File: src/hw/rtl/mqsb_pkg.sv
// Shared constants and types for the multi-queue shared buffer.
// Used by mqsb_ctrl, mqsb_datapath and multi_queue_shared_buffer.
`default_nettype none

package mqsb_pkg;

    localparam int NUM_QUEUES = 4;
    localparam int SLOTS      = 16;
    localparam int DATA_WIDTH = 32;

    // Fixed field widths of the ports
    localparam int CMD_W    = 1;
    localparam int QID_W    = 2;
    localparam int VALUE_W  = 32;
    localparam int STATUS_W = 2;

    // Slot index and pointer widths; a pointer equal to SLOTS is null
    localparam int IDX_W  = (SLOTS > 1) ? $clog2(SLOTS) : 1;
    localparam int PTR_W  = $clog2(SLOTS + 1);
    localparam int QIDX_W = (NUM_QUEUES > 1) ? $clog2(NUM_QUEUES) : 1;
    localparam int QSEL_W = (QIDX_W > QID_W) ? QIDX_W : QID_W;
    localparam int EXT_W  = (DATA_WIDTH > VALUE_W) ? DATA_WIDTH : VALUE_W;

    localparam logic [PTR_W-1:0] PTR_NULL = PTR_W'(SLOTS);

    localparam logic [CMD_W-1:0] CMD_ENQ = 1'b0;
    localparam logic [CMD_W-1:0] CMD_DEQ = 1'b1;

    localparam logic [STATUS_W-1:0] ST_DONE  = 2'd0;
    localparam logic [STATUS_W-1:0] ST_FULL  = 2'd1;
    localparam logic [STATUS_W-1:0] ST_EMPTY = 2'd2;

    localparam logic signed [VALUE_W-1:0] POP_NONE = -32'sd1;

    // Commands from the controller to the datapath
    typedef struct packed {
        logic exec;      // perform the operation on the input fields
        logic load_out;  // load the result into the output register
    } ctrl_cmd_t;

endpackage

`default_nettype wire

File: src/hw/rtl/multi_queue_shared_buffer.sv
// A result is offered once its operation has passed from S_IDLE through S_WB into the
// output register; S_WB waits while an earlier result is still held. One operation is in
// flight at a time: in_stall is high in S_WB, and the pointer update and the registered
// read of the value memory both happen at the exec step. A held result does not block the next input transfer.
// Reset (rst_n, async low): all queues empty, every slot on the free list.
// Top level of the multi-queue shared buffer; uses mqsb_pkg, mqsb_ctrl, mqsb_datapath.
`default_nettype none

module multi_queue_shared_buffer (
    input  wire logic                                 clk,
    input  wire logic                                 rst_n,
    input  wire logic                                 in_valid,
    output logic                                      in_stall,
    input  wire logic [mqsb_pkg::CMD_W-1:0]           cmd,
    input  wire logic [mqsb_pkg::QID_W-1:0]           queue_id,
    input  wire logic signed [mqsb_pkg::VALUE_W-1:0]  push_value,
    output logic                                      out_valid,
    input  wire logic                                 out_stall,
    output logic [mqsb_pkg::STATUS_W-1:0]             status,
    output logic signed [mqsb_pkg::VALUE_W-1:0]       pop_value
);
    import mqsb_pkg::*;

    ctrl_cmd_t ctrl;

    mqsb_ctrl u_ctrl (
        .clk       (clk),
        .rst_n     (rst_n),
        .in_valid  (in_valid),
        .in_stall  (in_stall),
        .out_valid (out_valid),
        .out_stall (out_stall),
        .ctrl      (ctrl)
    );

    mqsb_datapath u_datapath (
        .clk        (clk),
        .rst_n      (rst_n),
        .ctrl       (ctrl),
        .cmd        (cmd),
        .queue_id   (queue_id),
        .push_value (push_value),
        .status     (status),
        .pop_value  (pop_value)
    );

`ifndef ASSERT_OFF
    // Only one operation in flight: an input transfer is followed by a busy cycle
    a_one_in_flight: assert property (@(posedge clk) disable iff (!rst_n)
        in_valid && !in_stall |=> in_stall)
        else $error("input taken while an operation is in flight");

    // A refused operation returns no value
    a_refused_no_value: assert property (@(posedge clk) disable iff (!rst_n)
        out_valid && (status != ST_DONE) |-> (pop_value == POP_NONE))
        else $error("refused operation returned a value");

    // A result is only loaded while an executed operation is still in flight
    a_result_follows_op: assert property (@(posedge clk) disable iff (!rst_n)
        ctrl.load_out |-> in_stall)
        else $error("result loaded without an operation");
`endif

endmodule

`default_nettype wire

File: src/hw/rtl/mqsb_datapath.sv
// Datapath of the multi-queue shared buffer: pointers, link store, value
// memory and output register. Depends on mqsb_pkg.
`default_nettype none

module mqsb_datapath (
    input  wire logic                                 clk,
    input  wire logic                                 rst_n,
    input  wire mqsb_pkg::ctrl_cmd_t                  ctrl,
    input  wire logic [mqsb_pkg::CMD_W-1:0]           cmd,
    input  wire logic [mqsb_pkg::QID_W-1:0]           queue_id,
    input  wire logic signed [mqsb_pkg::VALUE_W-1:0]  push_value,
    output logic [mqsb_pkg::STATUS_W-1:0]             status,
    output logic signed [mqsb_pkg::VALUE_W-1:0]       pop_value
);
    import mqsb_pkg::*;

    logic [PTR_W-1:0] head_reg [NUM_QUEUES];
    logic [PTR_W-1:0] head_next [NUM_QUEUES];
    logic [PTR_W-1:0] tail_reg [NUM_QUEUES];
    logic [PTR_W-1:0] tail_next [NUM_QUEUES];
    logic [PTR_W-1:0] link_reg [SLOTS];
    logic [PTR_W-1:0] link_next [SLOTS];
    logic [PTR_W-1:0] free_head_reg;
    logic [PTR_W-1:0] free_head_next;

    logic [DATA_WIDTH-1:0] value_mem [SLOTS];
    logic [DATA_WIDTH-1:0] rd_data_reg;

    logic [STATUS_W-1:0]          pend_status_reg;
    logic                         pend_pop_reg;
    logic [STATUS_W-1:0]          status_reg;
    logic signed [VALUE_W-1:0]    pop_value_reg;

    logic [QSEL_W-1:0]            q_ext;
    logic [QIDX_W-1:0]            q_idx;
    logic                         q_ok;
    logic [PTR_W-1:0]             cur_head;
    logic [PTR_W-1:0]             cur_tail;
    logic [PTR_W-1:0]             deq_next_head;
    logic                         head_ok;
    logic                         tail_ok;
    logic                         free_ok;
    logic                         enq_ok;
    logic                         deq_ok;
    logic [IDX_W-1:0]             free_idx;
    logic [IDX_W-1:0]             head_idx;
    logic [STATUS_W-1:0]          op_status;
    logic signed [EXT_W-1:0]      push_ext;
    logic signed [EXT_W-1:0]      rd_ext;

    assign q_ext    = QSEL_W'(queue_id);
    assign q_idx    = q_ext[QIDX_W-1:0];
    assign q_ok     = {1'b0, q_ext} < (QSEL_W + 1)'(NUM_QUEUES);
    assign cur_head = head_reg[q_idx];
    assign cur_tail = tail_reg[q_idx];
    assign head_ok  = cur_head < PTR_NULL;
    assign tail_ok  = cur_tail < PTR_NULL;
    assign free_ok  = free_head_reg < PTR_NULL;
    assign free_idx = free_head_reg[IDX_W-1:0];
    assign head_idx = cur_head[IDX_W-1:0];
    assign deq_next_head = link_reg[head_idx];

    assign enq_ok = ctrl.exec && (cmd == CMD_ENQ) && q_ok && free_ok;
    assign deq_ok = ctrl.exec && (cmd == CMD_DEQ) && q_ok && head_ok;

    assign push_ext = EXT_W'(push_value);
    assign rd_ext   = EXT_W'(signed'(rd_data_reg));

    always_comb
    begin
        unique case (cmd)
            CMD_ENQ: op_status = (q_ok && free_ok) ? ST_DONE : ST_FULL;
            CMD_DEQ: op_status = (q_ok && head_ok) ? ST_DONE : ST_EMPTY;
            default: op_status = ST_EMPTY;
        endcase
    end

    // Pointer and link updates for one operation
    always_comb
    begin
        head_next      = head_reg;
        tail_next      = tail_reg;
        link_next      = link_reg;
        free_head_next = free_head_reg;
        if (enq_ok)
        begin
            free_head_next = link_reg[free_idx];
            if (!head_ok)
            begin
                head_next[q_idx] = free_head_reg;
            end
            else if (tail_ok)
            begin
                link_next[cur_tail[IDX_W-1:0]] = free_head_reg;
            end
            tail_next[q_idx]    = free_head_reg;
            link_next[free_idx] = PTR_NULL;
        end
        else if (deq_ok)
        begin
            head_next[q_idx] = deq_next_head;
            if (!(deq_next_head < PTR_NULL))
            begin
                tail_next[q_idx] = PTR_NULL;
            end
            link_next[head_idx] = free_head_reg;
            free_head_next      = cur_head;
        end
    end

    always_ff @(posedge clk or negedge rst_n)
    begin
        if (!rst_n)
        begin
            for (int i = 0; i < NUM_QUEUES; i++)
            begin
                head_reg[i] <= PTR_NULL;
                tail_reg[i] <= PTR_NULL;
            end
            for (int i = 0; i < SLOTS; i++)
            begin
                link_reg[i] <= (i + 1 < SLOTS) ? PTR_W'(i + 1) : PTR_NULL;
            end
            free_head_reg <= '0;
        end
        else
        begin
            head_reg      <= head_next;
            tail_reg      <= tail_next;
            link_reg      <= link_next;
            free_head_reg <= free_head_next;
        end
    end

    // Value memory: write on enqueue, registered read on dequeue
    always_ff @(posedge clk)
    begin
        if (enq_ok)
        begin
            value_mem[free_idx] <= push_ext[DATA_WIDTH-1:0];
        end
        if (deq_ok)
        begin
            rd_data_reg <= value_mem[head_idx];
        end
    end

    // Hold the outcome until the read data is back, then load the output
    always_ff @(posedge clk)
    begin
        if (ctrl.exec)
        begin
            pend_status_reg <= op_status;
            pend_pop_reg    <= deq_ok;
        end
        if (ctrl.load_out)
        begin
            status_reg    <= pend_status_reg;
            pop_value_reg <= pend_pop_reg ? rd_ext[VALUE_W-1:0] : POP_NONE;
        end
    end

    assign status    = status_reg;
    assign pop_value = pop_value_reg;

endmodule

`default_nettype wire

File: src/hw/rtl/mqsb_ctrl.sv
// Controller of the multi-queue shared buffer: sequences one operation
// and owns both handshakes. Depends on mqsb_pkg.
`default_nettype none

module mqsb_ctrl (
    input  wire logic           clk,
    input  wire logic           rst_n,
    input  wire logic           in_valid,
    output logic                in_stall,
    output logic                out_valid,
    input  wire logic           out_stall,
    output mqsb_pkg::ctrl_cmd_t ctrl
);
    import mqsb_pkg::*;

    typedef enum logic [0:0] {
        S_IDLE,
        S_WB
    } state_t;

    state_t state_reg;
    state_t state_next;
    logic   out_valid_reg;
    logic   out_valid_next;
    logic   out_free;

    assign out_free = !out_valid_reg || !out_stall;

    always_comb
    begin
        state_next     = state_reg;
        out_valid_next = out_valid_reg && out_stall;
        ctrl           = '0;
        unique case (state_reg)
            S_IDLE:
            begin
                if (in_valid)
                begin
                    ctrl.exec  = 1'b1;
                    state_next = S_WB;
                end
            end
            S_WB:
            begin
                // Wait here while an earlier result is still held
                if (out_free)
                begin
                    ctrl.load_out  = 1'b1;
                    out_valid_next = 1'b1;
                    state_next     = S_IDLE;
                end
            end
            default:
            begin
                state_next = S_IDLE;
            end
        endcase
    end

    always_ff @(posedge clk or negedge rst_n)
    begin
        if (!rst_n)
        begin
            state_reg     <= S_IDLE;
            out_valid_reg <= 1'b0;
        end
        else
        begin
            state_reg     <= state_next;
            out_valid_reg <= out_valid_next;
        end
    end

    assign in_stall  = (state_reg != S_IDLE);
    assign out_valid = out_valid_reg;

endmodule

`default_nettype wire
File: config.mk
export PLATFORM = sky130hd
export DESIGN_NAME = multi_queue_shared_buffer
export DESIGN_NICKNAME = d
export VERILOG_FILES = /design/src/hw/rtl/mqsb_pkg.sv /design/src/hw/rtl/multi_queue_shared_buffer.sv /design/src/hw/rtl/mqsb_datapath.sv /design/src/hw/rtl/mqsb_ctrl.sv
export SDC_FILE = /design/constraint.sdc
export NUM_CORES = 1
export LEC_CHECK = 0
export BUFFER_PORTS_ARGS = -buffer_cell sky130_fd_sc_hd__buf_2
export CORE_MARGIN = 3
export CORE_UTILIZATION = 40
export CTS_CLUSTER_SIZE = 16
export DETAILED_ROUTE_END_ITERATION = 10
export GPL_TIMING_DRIVEN = 0
export PLACE_DENSITY = 0.59
export RECOVER_POWER = 100
export SETUP_SLACK_MARGIN = 0.3
export SKIP_LAST_GASP = 1
export SLEW_MARGIN = 5
export SYNTH_ARGS = -nofsm -noshare
export SYNTH_HDL_FRONTEND = slang
export SYNTH_SLANG_ARGS = --single-unit
File: constraint.sdc
create_clock -name clk -period 5.9 [get_ports clk]
set_input_delay 0.295 -clock clk [delete_from_list [all_inputs] [get_ports clk]]
set_output_delay 0.295 -clock clk [all_outputs]
set_load 0.05 [all_outputs]
# Word level (Yosys, flattened, before mapping)
# Memory sizes are Yosys's and may differ from the RTL's. A register that Yosys moved wholly into a read port is not among the register bits.
# Cells that the tools add are included.
# classes
add_sub_neg	0
mul	0
n_div	0
n_lt_le_gt_ge	12
eq_ne	2
shift	0
mux	51
bitwise_logic	12
n_reduce_logical	15
# op_table
cell	count
$mux W80	5
$bwmux W80	2
$mux W20	6
$mux W5	14
$and A64 B64 Y64	1
$not A64 Y64	1
$bwmux W20	3
$demux W5 S4	3
$bmux W5 S4	2
$bmux W5 S2	2
$lt A5 B5 Y1 const B	4
$and A16 B16 Y16	1
$not A16 Y16	1
$or A16 B16 Y16	1
$ge A5 B5 Y1 const B	3
$lt A5 B1 Y1 const B	3
$not A4 Y5	3
$demux W5 S2	1
$mux W1	10
$logic_and A1 B1 Y1	9
$or A4 B4 Y4	1
$pmux W2 S2	1
$reduce_and A2 Y1	2
$ge A3 B3 Y1 const B	1
10 further kinds	12
# word_totals
regBits	164
latch_bits	0
ram_bits	512
romBits	0
inputBits	39
elab_cells	124
mem_count	1
# memory_table
name	words	width	rd	rd_ports_with_merged_regs	write_ports	line	source
u_datapath.value_mem	16	32	1	1	1	mqsb_datapath.sv:26	logic [DATA_WIDTH-1:0] value_mem [SLOTS];

# Longest topological paths before layout
# Gate-level depths: netlist of run 1.
# depth
ltp_word	15
mapped_depth	9
depth_no_buf	7

# By module
# A second synthesis of run 1 with hierarchy kept.
# hier_totals
hier_cells	1577
hier_area_um2	29061.6
# by_module_without_submodules
module	instances	cells_per_inst	area_per_inst_um2
mqsb_datapath	1	1571	28977.8
mqsb_ctrl	1	6	83.8

# Least setup slack after synthesis of run 1
# OpenSTA, ideal clock, no wires.
# synth_timing
path_kind	flip-flop to flip-flop
from	reg u_ctrl.state_reg, in the netlist u_ctrl.in_stall
to	reg u_datapath.pop_value_reg[0], in the netlist u_datapath.pop_value[0], enable pin
arrival_time_ns	3.304
required_time_ns	5.423
setup_slack_ns	2.119
path_stages_with_launch	2
n_path_buf	0
period_less_slack_ns	3.781
cell_sequence	dfrtp_1 > a21boi_0
# synth_lines
element	line	source
from (decl)	mqsb_ctrl.sv:21	state_t state_reg;
from (signal assigned)	mqsb_ctrl.sv:69	state_reg <= state_next;
to (signal assigned)	mqsb_datapath.sv:159	pop_value_reg <= pend_pop_reg ? rd_ext[VALUE_W-1:0] : POP_NONE;
to (decl)	mqsb_datapath.sv:32	logic signed [VALUE_W-1:0] pop_value_reg;

# Worst setup path after layout of run 1
# layout_timing
from	reg u_datapath.free_head_reg[4]
to	mem u_datapath.value_mem[12][18], enable pin
# layout_between
elab_chain_len	4
# layout_rtl
element	line	source
from (decl)	mqsb_datapath.sv:23	logic [PTR_W-1:0] free_head_reg;
from (signal assigned)	mqsb_datapath.sv:131	free_head_reg <= free_head_next;
$lt A5 B5 Y1	mqsb_datapath.sv:58	assign free_ok = free_head_reg < PTR_NULL;
$logic_and A1 B1 Y1	mqsb_datapath.sv:63	assign enq_ok = ctrl.exec && (cmd == CMD_ENQ) && q_ok && free_ok;
$mux W1	mqsb_datapath.sv:138	if (enq_ok)
$mux W1 (implied by the code)	mqsb_datapath.sv:140	value_mem[free_idx] <= push_ext[DATA_WIDTH-1:0];
to (decl)	mqsb_datapath.sv:26	
# Every way passes these cells.

==> flow_summary.ini, run 1 <==
[pwr]
switching_share = 0.3199
powerDensity_nw_per_um2 = 452.5
irDropWorstVdd_uv = 300.0
p_sw_uw = 4859
clockPowerShare = 0.302
p_leak_uw = 0.01093
p_int_uw = 10330
seqPwrFrac = 0.411
power_frac_comb = 0.288

[placement]
dp.cells = 2723
dp_hpwl_um = 50720
dp_worst_setup_slack_ns = 2.259
io_buffers = 73
place_area_um2 = 31600
gp_congestion = 0.9083

[sta]
relSlewSlack = -1.105
clock_skew_ns = 0.02839
worstMarginPinSlew_ns = 3.158
timing.final.hold_violations = 0
period_share = 0.7929
layout_min_cycle_time_ns = 4.678
setup_viol = 0
holdWs_ns = 0.04983
rsz0062_at_grt = no
finalWorstSetupSlack_ns = 1.222
drv_slew = 165
fmaxAchievable_ghz = 0.2138

[global_routing]
grt_max_degree = 74
grt_pass1_wl_um = 114400
antenna_found_initial = 4
track_usage = 0.2009
grt-ovfl-total = 0
grt_pass1_vias = 17120

[worst_setup_path]
crit_fanout = 18
endpoint_kind = flop
critPathKind = flop to flop
cp_cell_sequence = clkbuf_1 -> nor4b_1 -> nand4_1 -> inv_1 -> buf_12
cp.required_ns = 6.21
slowest_stage = nor4b_1
slowest_delay_ns = 1.83
crit_family = simple AND/OR/NAND/NOR gates
r2r.worst_path.cells = 5
cp.depth = 5
crit_buf_inv = 3
start_kind = flop
worstPathArrival_ns = 4.99

[detailed_routing]
wl_per_cell_um = 26.77
dr.first_iter.drc_count = 1556
via_per_inst = 5.727
num_vias = 16410
drc = 0
wirelength_um = 76690
drtAntennaViolNets = 0
drt_first_pass_iters = 5

[synthesis]
synthesis.nets = 1717
synth-edff-count = 581
synthCells = 1678
synth.cell_area_um2 = 29470
synth_flop_cell = edfxtp_1
synth_area_per_cell_um2 = 17.56
ys_seq_area_frac = 0.7015
ys_seq_elements = 708
yosysWarningCount = 0
yosysUniqueCellTypes = 73
async_reset_ff_frac = 0.1794

[cts]
clk_path_buf_depth = 3
cts.sinks = 708
clkSlewWorstSetupHoldPaths_ns = 0.06
cts_tree = yes
clock_latency_ns = 0.63
htree_num_levels = 3
cts_inserted_buffers = 76
cts-root-buf = clkbuf_16
ctsResizeCount = 0

[cells_and_area]
final_cell_count_no_fill = 2865
area_delta_synth_final_pct = 13.90
fin_area_um2 = 33570
drive_above_1_share = 0.2184
nets = 1892
largest_register_ffs = 512
finalCoreUtilization = 0.4648

[outcome]
violations = capacitance limit, slew limit
status = finished with violations

[flow_run]
cap_violations = 8

[floorplanning]
die_area_um2 = 76970
die_h_um = 277.4
io_pins = 75
initial_core_util = 0.4081
core_um2 = 72220
die_w_um = 277.4
rows = 98

[min_path]
hold_path_depth = 2
hold_class = primary input to flop
## metrics by stage
| stage | total power [uW] | setup TNS (ns) |
|---|---|---|
| after floorplan | 9311 | 0 |
| after global placement | 10740 | -9.395 |
| after detailed placement | 10830 | 0 |
| after CTS | 15420 | 0 |
| after global routing | 15870 | 0 |
| final | 15190 | 0 |
## repair_timing
action	4_1_cts	5_1_grt
hold buffers	2	0
endpoints found under the hold margin	56	0
setup buffers	0	0
## synthesized netlist by cell type, types with 9 or more instances
cell type | number | share of area
and2_1 | 34 | 0.0072
a21oi_1 | 13 | 0.0022
inv_1 | 31 | 0.0039
buf_2 | 34 | 0.0058
mux2i_1 | 77 | 0.026
o22ai_1 | 9 | 0.0019
nand2b_1 | 43 | 0.0091
mux4_2 | 163 | 0.12
mux2_2 | 19 | 0.0073
o21ai_0 | 48 | 0.0082
clkbuf_1 | 40 | 0.0051
nand2_1 | 137 | 0.017
edfxtp_1 | 581 | 0.59
a31oi_1 | 35 | 0.0074
a211oi_1 | 32 | 0.0082
nor2_1 | 81 | 0.010
dfstp_2 | 41 | 0.037
dfrtp_1 | 86 | 0.073
a22oi_1 | 9 | 0.0023
## power groups by stage
| stage | clock network (uW) | logic [uW] | registers (uW) |
|---|---|---|---|
| CTS | 4680 | 4510 | 6230 |
| global route | 4880 | 4700 | 6290 |
| floorplan | 0 | 2970 | 6340 |
| detailed placement | 0 | 4500 | 6330 |
| global placement | 0 | 4420 | 6320 |
| finish | 4580 | 4370 | 6240 |
## layer usage
layer / vias up / routed length, um / global-route usage
met4: 4 / 2236 / 0.05940
met1: 8653 / 32570 / 0.2772
met3: 149 / 4887 / 0.03796
met5: - / 23 / 0
li1: 7009 / - / -
met2: 594 / 36980 / 0.3261
## path summary, 6_finish.rpt
check                                               from                            end  slack, ns
max                          u_datapath.free_head_reg[4]   u_datapath.value_mem[12][18]       1.22
min                                                  cmd  u_datapath.pend_status_reg[1]       0.05
max reg2reg                  u_datapath.free_head_reg[4]   u_datapath.value_mem[12][18]       1.22
min reg2reg                u_datapath.pend_status_reg[0]           u_datapath.status[0]       0.42
max in group asynchronous                          rst_n         u_datapath.link_reg[0]       2.84
min in group asynchronous                          rst_n         u_datapath.tail_reg[5]       1.27
## placed cells by master, fill, tap and decap left out, types with 41 or more instances in the layout
master / instances
dfstp_2: 41
mux2i_1: 77
nand2b_1: 43
o21ai_0: 55
dfrtp_1: 86
clkbuf_1: 149
clkbuf_16: 78
mux4_2: 163
nor2_1: 76
edfxtp_1: 581
nand2_1: 137
## final cells by class
type | count | area [um^2]
Tap cell | 950 | 1189
Timing Repair Buffer | 97 | 688.2
Inverter | 32 | 125.1
Sequential cell | 708 | 20680
Clock buffer | 105 | 2083
Clock inverter | 34 | 315.3
Fill cell | 6148 | 38650
Multi-Input combinational cell | 843 | 8041
Antenna cell | 1 | 2.502
Buffer | 95 | 449.2
## cells by family (layout without fill, tap and decap cells)
family,count (synthesis),in the layout,share of synthesized area
buffers and inverters,127,363,0.02038
DFF,708,708,0.7015
other,0,1,0
and+or+nand+nor,355,355,0.06033
AOI/OAI and AO/OA,229,229,0.05977
muxes,259,259,0.1580
No activity file was read; power rests on OpenSTA's default activity.
==> inputs of run 2 (changes only) <==
--- a/config.mk
+++ b/config.mk
@@ -11,7 +11,7 @@
 export CTS_CLUSTER_SIZE = 16
 export DETAILED_ROUTE_END_ITERATION = 10
 export GPL_TIMING_DRIVEN = 0
-export PLACE_DENSITY = 0.59
+export PLACE_DENSITY = 0.61
 export RECOVER_POWER = 100
 export SETUP_SLACK_MARGIN = 0.3
 export SKIP_LAST_GASP = 1
==> constraint.sdc (replaced) <==
create_clock -name clk -period 3.9 [get_ports clk]
set_input_delay 0.195 -clock clk [delete_from_list [all_inputs] [get_ports clk]]
set_output_delay 0.195 -clock clk [all_outputs]
set_load 0.05 [all_outputs]
==> run 2 against run 1 <==
The run still ends with capacitance limit, slew limit left. Sequential power is 51% higher. Clock power is 52% higher. Register-to-register slack worse by 0.98 ns. Count of clock-buffer cells in the layout is 7 lower. Total power is 52% higher. Maximum frequency is 28% higher. First-iteration DRC count is 1.6% higher. Utilization is 0.70 points higher. Highest routed layer unchanged.
==> flow_summary.ini, run 2 (synthesis gave the netlist of run 1 again) <==
[outcome]
status = finished with violations
violations = capacitance limit, slew limit

[sta]
rsz0062_at_grt = no
period_share = 0.9384
setup_viol = 0
finalWorstSetupSlack_ns = 0.2401
timing.final.hold_violations = 0
clock_skew_ns = 0.02707
worstMarginPinSlew_ns = 2.533
drv_slew = 59
layout_min_cycle_time_ns = 3.660
tns_ns = 0
relSlewSlack = -0.6925
fmaxAchievable_ghz = 0.2732

[cells_and_area]
area_delta_synth_final_pct = 15.63
nets = 1926
drive_above_1_share = 0.2275
largest_register_ffs = 512
final_common_cell = edfxtp_1
final_cell_mix = 581 x edfxtp_1, 163 x mux4_2, 137 x nand2_1

[worst_setup_path]
crit_family = simple AND/OR/NAND/NOR gates
endpoint_kind = flop
critPathKind = flop to flop
start_kind = flop
r2r.worst_path.cells = 8
slowest_stage = o22ai_2
crit_fanout = 39
slowest_delay_ns = 0.67
cp_cell_sequence = mux4_2 -> or2_0 -> clkbuf_1 -> inv_6 -> nand3_1 -> o22ai_2 -> mux2i_1 -> nor2_1
worstPathArrival_ns = 4.20
cp.required_ns = 4.44
cp.depth = 8
crit_buf_inv = 2

[pwr]
irDropWorstVdd_uv = 378.6
p_leak_uw = 0.01116
powerDensity_nw_per_um2 = 676.6

[cts]
cts_tree = yes
clk_path_buf_depth = 3
clock_latency_ns = 0.62
cts_setup_buffers = 0
cts-root-buf = clkbuf_16
ctsResizeCount = 0
cts_inserted_buffers = 74
cts.sinks = 708
postCtsHoldBufs = 34
clkSlewWorstSetupHoldPaths_ns = 0.06
htree_num_levels = 3

[floorplanning]
initial_core_util = 0.4081
die_area_um2 = 76970
io_pins = 75
rows = 98
die_w_um = 277.4
die_h_um = 277.4
core_um2 = 72220

[detailed_routing]
wirelength_um = 76220
drt_first_pass_iters = 6
wl_per_cell_um = 26.33
dr.first_iter.drc_count = 1581
drc = 0
num_vias = 16540
drtAntennaViolNets = 0
via_per_inst = 5.714

[placement]
gp_congestion = 0.9018
dp_worst_setup_slack_ns = 0.4458
dp_hpwl_um = 50450
io_buffers = 73

[global_routing]
grt_max_degree = 86
antenna_found_initial = 2
track_usage = 0.1979
grt_pass1_wl_um = 113000
grt_pass1_vias = 16830
grt-ovfl-total = 0

[min_path]
hold_path_depth = 2
hold_class = primary input to flop

[flow_run]
cap_violations = 2
-- run 2: cell types whose count changed in the layout (fill, tap and decap cells not counted), sizes merged --
cell         before  now
buf              64   69
bufinv            3    6
clkbuf          231  223
clkinv           27   22
clkinvlp          0    2
diode             1    2
dlygate4sd3       2   34
-- run 2: worst register-to-register path, cell delays in order (launching register included) --
cell	delay, ns
dfstp_2	0.36
mux4_2	0.58
or2_0	0.28
clkbuf_1	0.29
inv_6	0.51
nand3_1	0.58
o22ai_2	0.67
mux2i_1	0.25
nor2_1	0.06
-- run 2: where the power goes --
part	switching (uW)	total (uW)	internal, uW	leakage (uW)
Sequential	388	9450	9060	0.00672
Combinational	4030	6650	2620	0.00328
Clock	2870	6950	4090	0.00117
-- run 2: final cells by class --
class	count	area [um^2]
Fill cell	6070	38140
Sequential cell	708	20680
Multi-Input combinational cell	843	8082
Clock buffer	98	2033
Tap cell	950	1189
Timing Repair Buffer	133	1140
Buffer	95	456.7
Clock inverter	34	371.6
Inverter	32	125.1
Antenna cell	2	5.005
-- run 2: worst paths after layout --
check                                                end  slack (ns)                           from
min reg2reg                         u_datapath.status[0]        0.43  u_datapath.pend_status_reg[0]
max                               u_datapath.link_reg[7]        0.24         u_datapath.head_reg[4]
max in group asynchronous        u_datapath.link_reg[79]        1.55                          rst_n
min in group asynchronous        u_datapath.head_reg[15]        0.91                          rst_n
min                        u_datapath.pend_status_reg[0]        0.08                            cmd
max reg2reg                       u_datapath.link_reg[7]        0.24         u_datapath.head_reg[4]
-- run 2: per-layer routing --
| metal | wire (um) | track usage | part of all wire | up-vias |
|---|---|---|---|---|
| met3 | 5878 | 0.04191 | 0.077 | 143 |
| li1 | - | - | - | 7082 |
| met5 | 7 | 0 | 0.000092 | - |
| met1 | 32720 | 0.2807 | 0.43 | 8643 |
| met2 | 35570 | 0.3107 | 0.47 | 672 |
| met4 | 2042 | 0.05563 | 0.027 | 2 |
-- run 2: stage by stage --
step | cell area (um^2) | hold WS [ns] | std cells | power, uW | util
CTS | 34450 | 0.01629 | 2893 | 23350 | 0.4770
detailed placement | 31710 | 0.1424 | 2727 | 16340 | 0.4390
finish | 34080 | 0.07996 | 2895 | 23060 | 0.4718
floorplan | 29470 | -0.1006 | 1678 | 14080 | -
global route | 34070 | 0.02576 | 2893 | 24040 | 0.4718
global placement | 31030 | 0.4285 | 2701 | 16170 | 0.4296
==> inputs of run 3 (changes only) <==
--- a/config.mk
+++ b/config.mk
@@ -12,7 +12,6 @@
 export DETAILED_ROUTE_END_ITERATION = 10
 export GPL_TIMING_DRIVEN = 0
 export PLACE_DENSITY = 0.61
-export RECOVER_POWER = 100
 export SETUP_SLACK_MARGIN = 0.3
 export SKIP_LAST_GASP = 1
 export SLEW_MARGIN = 5
==> run 3 against run 2 <==
Sequential power about the same. The run now ends clean. Worst setup slack better by 0.44 ns. Wire length down 0.18%. Register-to-register slack better by 0.44 ns. Sequential cell count unchanged. Worst hold slack worse by 0.0087 ns. Final area up 1.1%. Final cell count unchanged. Global-route usage unchanged. Via count up 0.28%. Utilization up 0.53 points. Sequential share of layout area down 0.67 points. Largest cell class unchanged.
==> flow_summary.ini, run 3 (synthesis gave the netlist of run 1 again) <==
[global_routing]
antenna_found_initial = 3
track_usage = 0.1979
grt_max_degree = 86
grt_pass1_wl_um = 113000
grt-ovfl-total = 0
grt_pass1_vias = 16830

[placement]
dp_hpwl_um = 50450
dp.cells = 2727
io_buffers = 73
gp_congestion = 0.9018

[cts]
htree_num_levels = 3
clkSlewWorstSetupHoldPaths_ns = 0.06
cts_tree = yes
postCtsHoldBufs = 34
clk_path_buf_depth = 3
ctsResizeCount = 0
cts-root-buf = clkbuf_16
cts.sinks = 708
clock_latency_ns = 0.62
cts_inserted_buffers = 74
cts_setup_buffers = 0

[floorplanning]
die_area_um2 = 76970
die_w_um = 277.4
io_pins = 75
core_um2 = 72220
initial_core_util = 0.4081
die_h_um = 277.4
rows = 98

[sta]
rsz0062_at_grt = no
relSlewSlack = 0.1619
worstMarginPinSlew_ns = 1.257
period_share = 0.8264
drv_slew = 0
timing.final.hold_violations = 0
clock_skew_ns = 0.02492
layout_min_cycle_time_ns = 3.223
fmaxAchievable_ghz = 0.3103
holdWs_ns = 0.07125
setup_viol = 0

[worst_setup_path]
r2r_slack_ns = 0.68
critPathKind = flop to flop
crit_fanout = 15
start_kind = flop
worstPathArrival_ns = 3.53
endpoint_kind = flop
cp.required_ns = 4.21

[detailed_routing]
dr.first_iter.drc_count = 1578
drc = 0
drt_first_pass_iters = 5
via_per_inst = 5.730
wirelength_um = 76080
wl_per_cell_um = 26.28
num_vias = 16590
drtAntennaViolNets = 0

[pwr]
irDropWorstVdd_uv = 377.4
p_leak_uw = 0.01139
powerDensity_nw_per_um2 = 672.7

[cells_and_area]
final_cell_count_no_fill = 2895
nets = 1926
area_delta_synth_final_pct = 16.92
final_common_cell = edfxtp_1
final_cell_mix = 581 x edfxtp_1, 163 x mux4_2, 137 x nand2_1
fillers = 5996
largest_register_ffs = 512
drive_above_1_share = 0.2805

[flow_run]
cap_violations = 0

[min_path]
hold_class = primary input to flop

[outcome]
status = complete, no violations
## run 3: power by group
| part | switching, uW | leakage (uW) | internal (uW) |
|---|---|---|---|
| Combinational | 4090 | 0.00350 | 2680 |
| Sequential | 388 | 0.00672 | 9060 |
| Clock | 2870 | 0.00117 | 4090 |
| Total | 7350 | 0.0114 | 15800 |
## run 3: cell type report
| cell class | instances | area (um^2) | area share |
|---|---|---|---|
| Antenna cell | 2 | 5.005 | 0.0001452 |
| Buffer | 95 | 475.5 | 0.01380 |
| Clock buffer | 98 | 2033 | 0.05901 |
| Clock inverter | 34 | 371.6 | 0.01078 |
| Inverter | 32 | 125.1 | 0.003631 |
| Multi-Input combinational cell | 843 | 8280 | 0.2403 |
| Sequential cell | 708 | 20680 | 0.6000 |
| Tap cell | 950 | 1189 | 0.03450 |
| Timing Repair Buffer | 133 | 1303 | 0.03780 |
## run 3: worst paths after layout
kind                                          startpoint  cells after the start                             to
min in group asynchronous                          rst_n                      2        u_datapath.head_reg[15]
max                          u_datapath.free_head_reg[1]                      6    u_datapath.value_mem[7][14]
max in group asynchronous                          rst_n                      3        u_datapath.link_reg[65]
min reg2reg                u_datapath.pend_status_reg[0]                      0           u_datapath.status[0]
min                                                  cmd                      2  u_datapath.pend_status_reg[0]
max reg2reg                  u_datapath.free_head_reg[1]                      6    u_datapath.value_mem[7][14]
## run 3: critical path: stages, from the launching register on
cell      delay (ns)
dfrtp_1         0.36
clkbuf_1        0.53
buf_1           0.57
nand2_1         0.46
nor2_4          0.53
buf_12          0.24
buf_16          0.19
## run 3: metrics by stage
stage	util	cell area (um^2)	total power (uW)	setup TNS, ns	worst slack, ns
floorplan	-	29470	14080	0	0.3400
detailed placement	0.4390	31710	16340	0	0.4458
finish	0.4771	34460	23180	0	0.6771
global placement	0.4296	31030	16170	-576.13	-2.251
global route	0.4770	34450	24170	0	0.4473
CTS	0.4770	34450	23350	0	0.6854
## run 3: metal layers
metal / part of all wire / GRT usage
met2: 0.47 / 0.3107
met4: 0.026 / 0.05563
met1: 0.43 / 0.2807
met5: 0.00017 / 0
met3: 0.075 / 0.04191
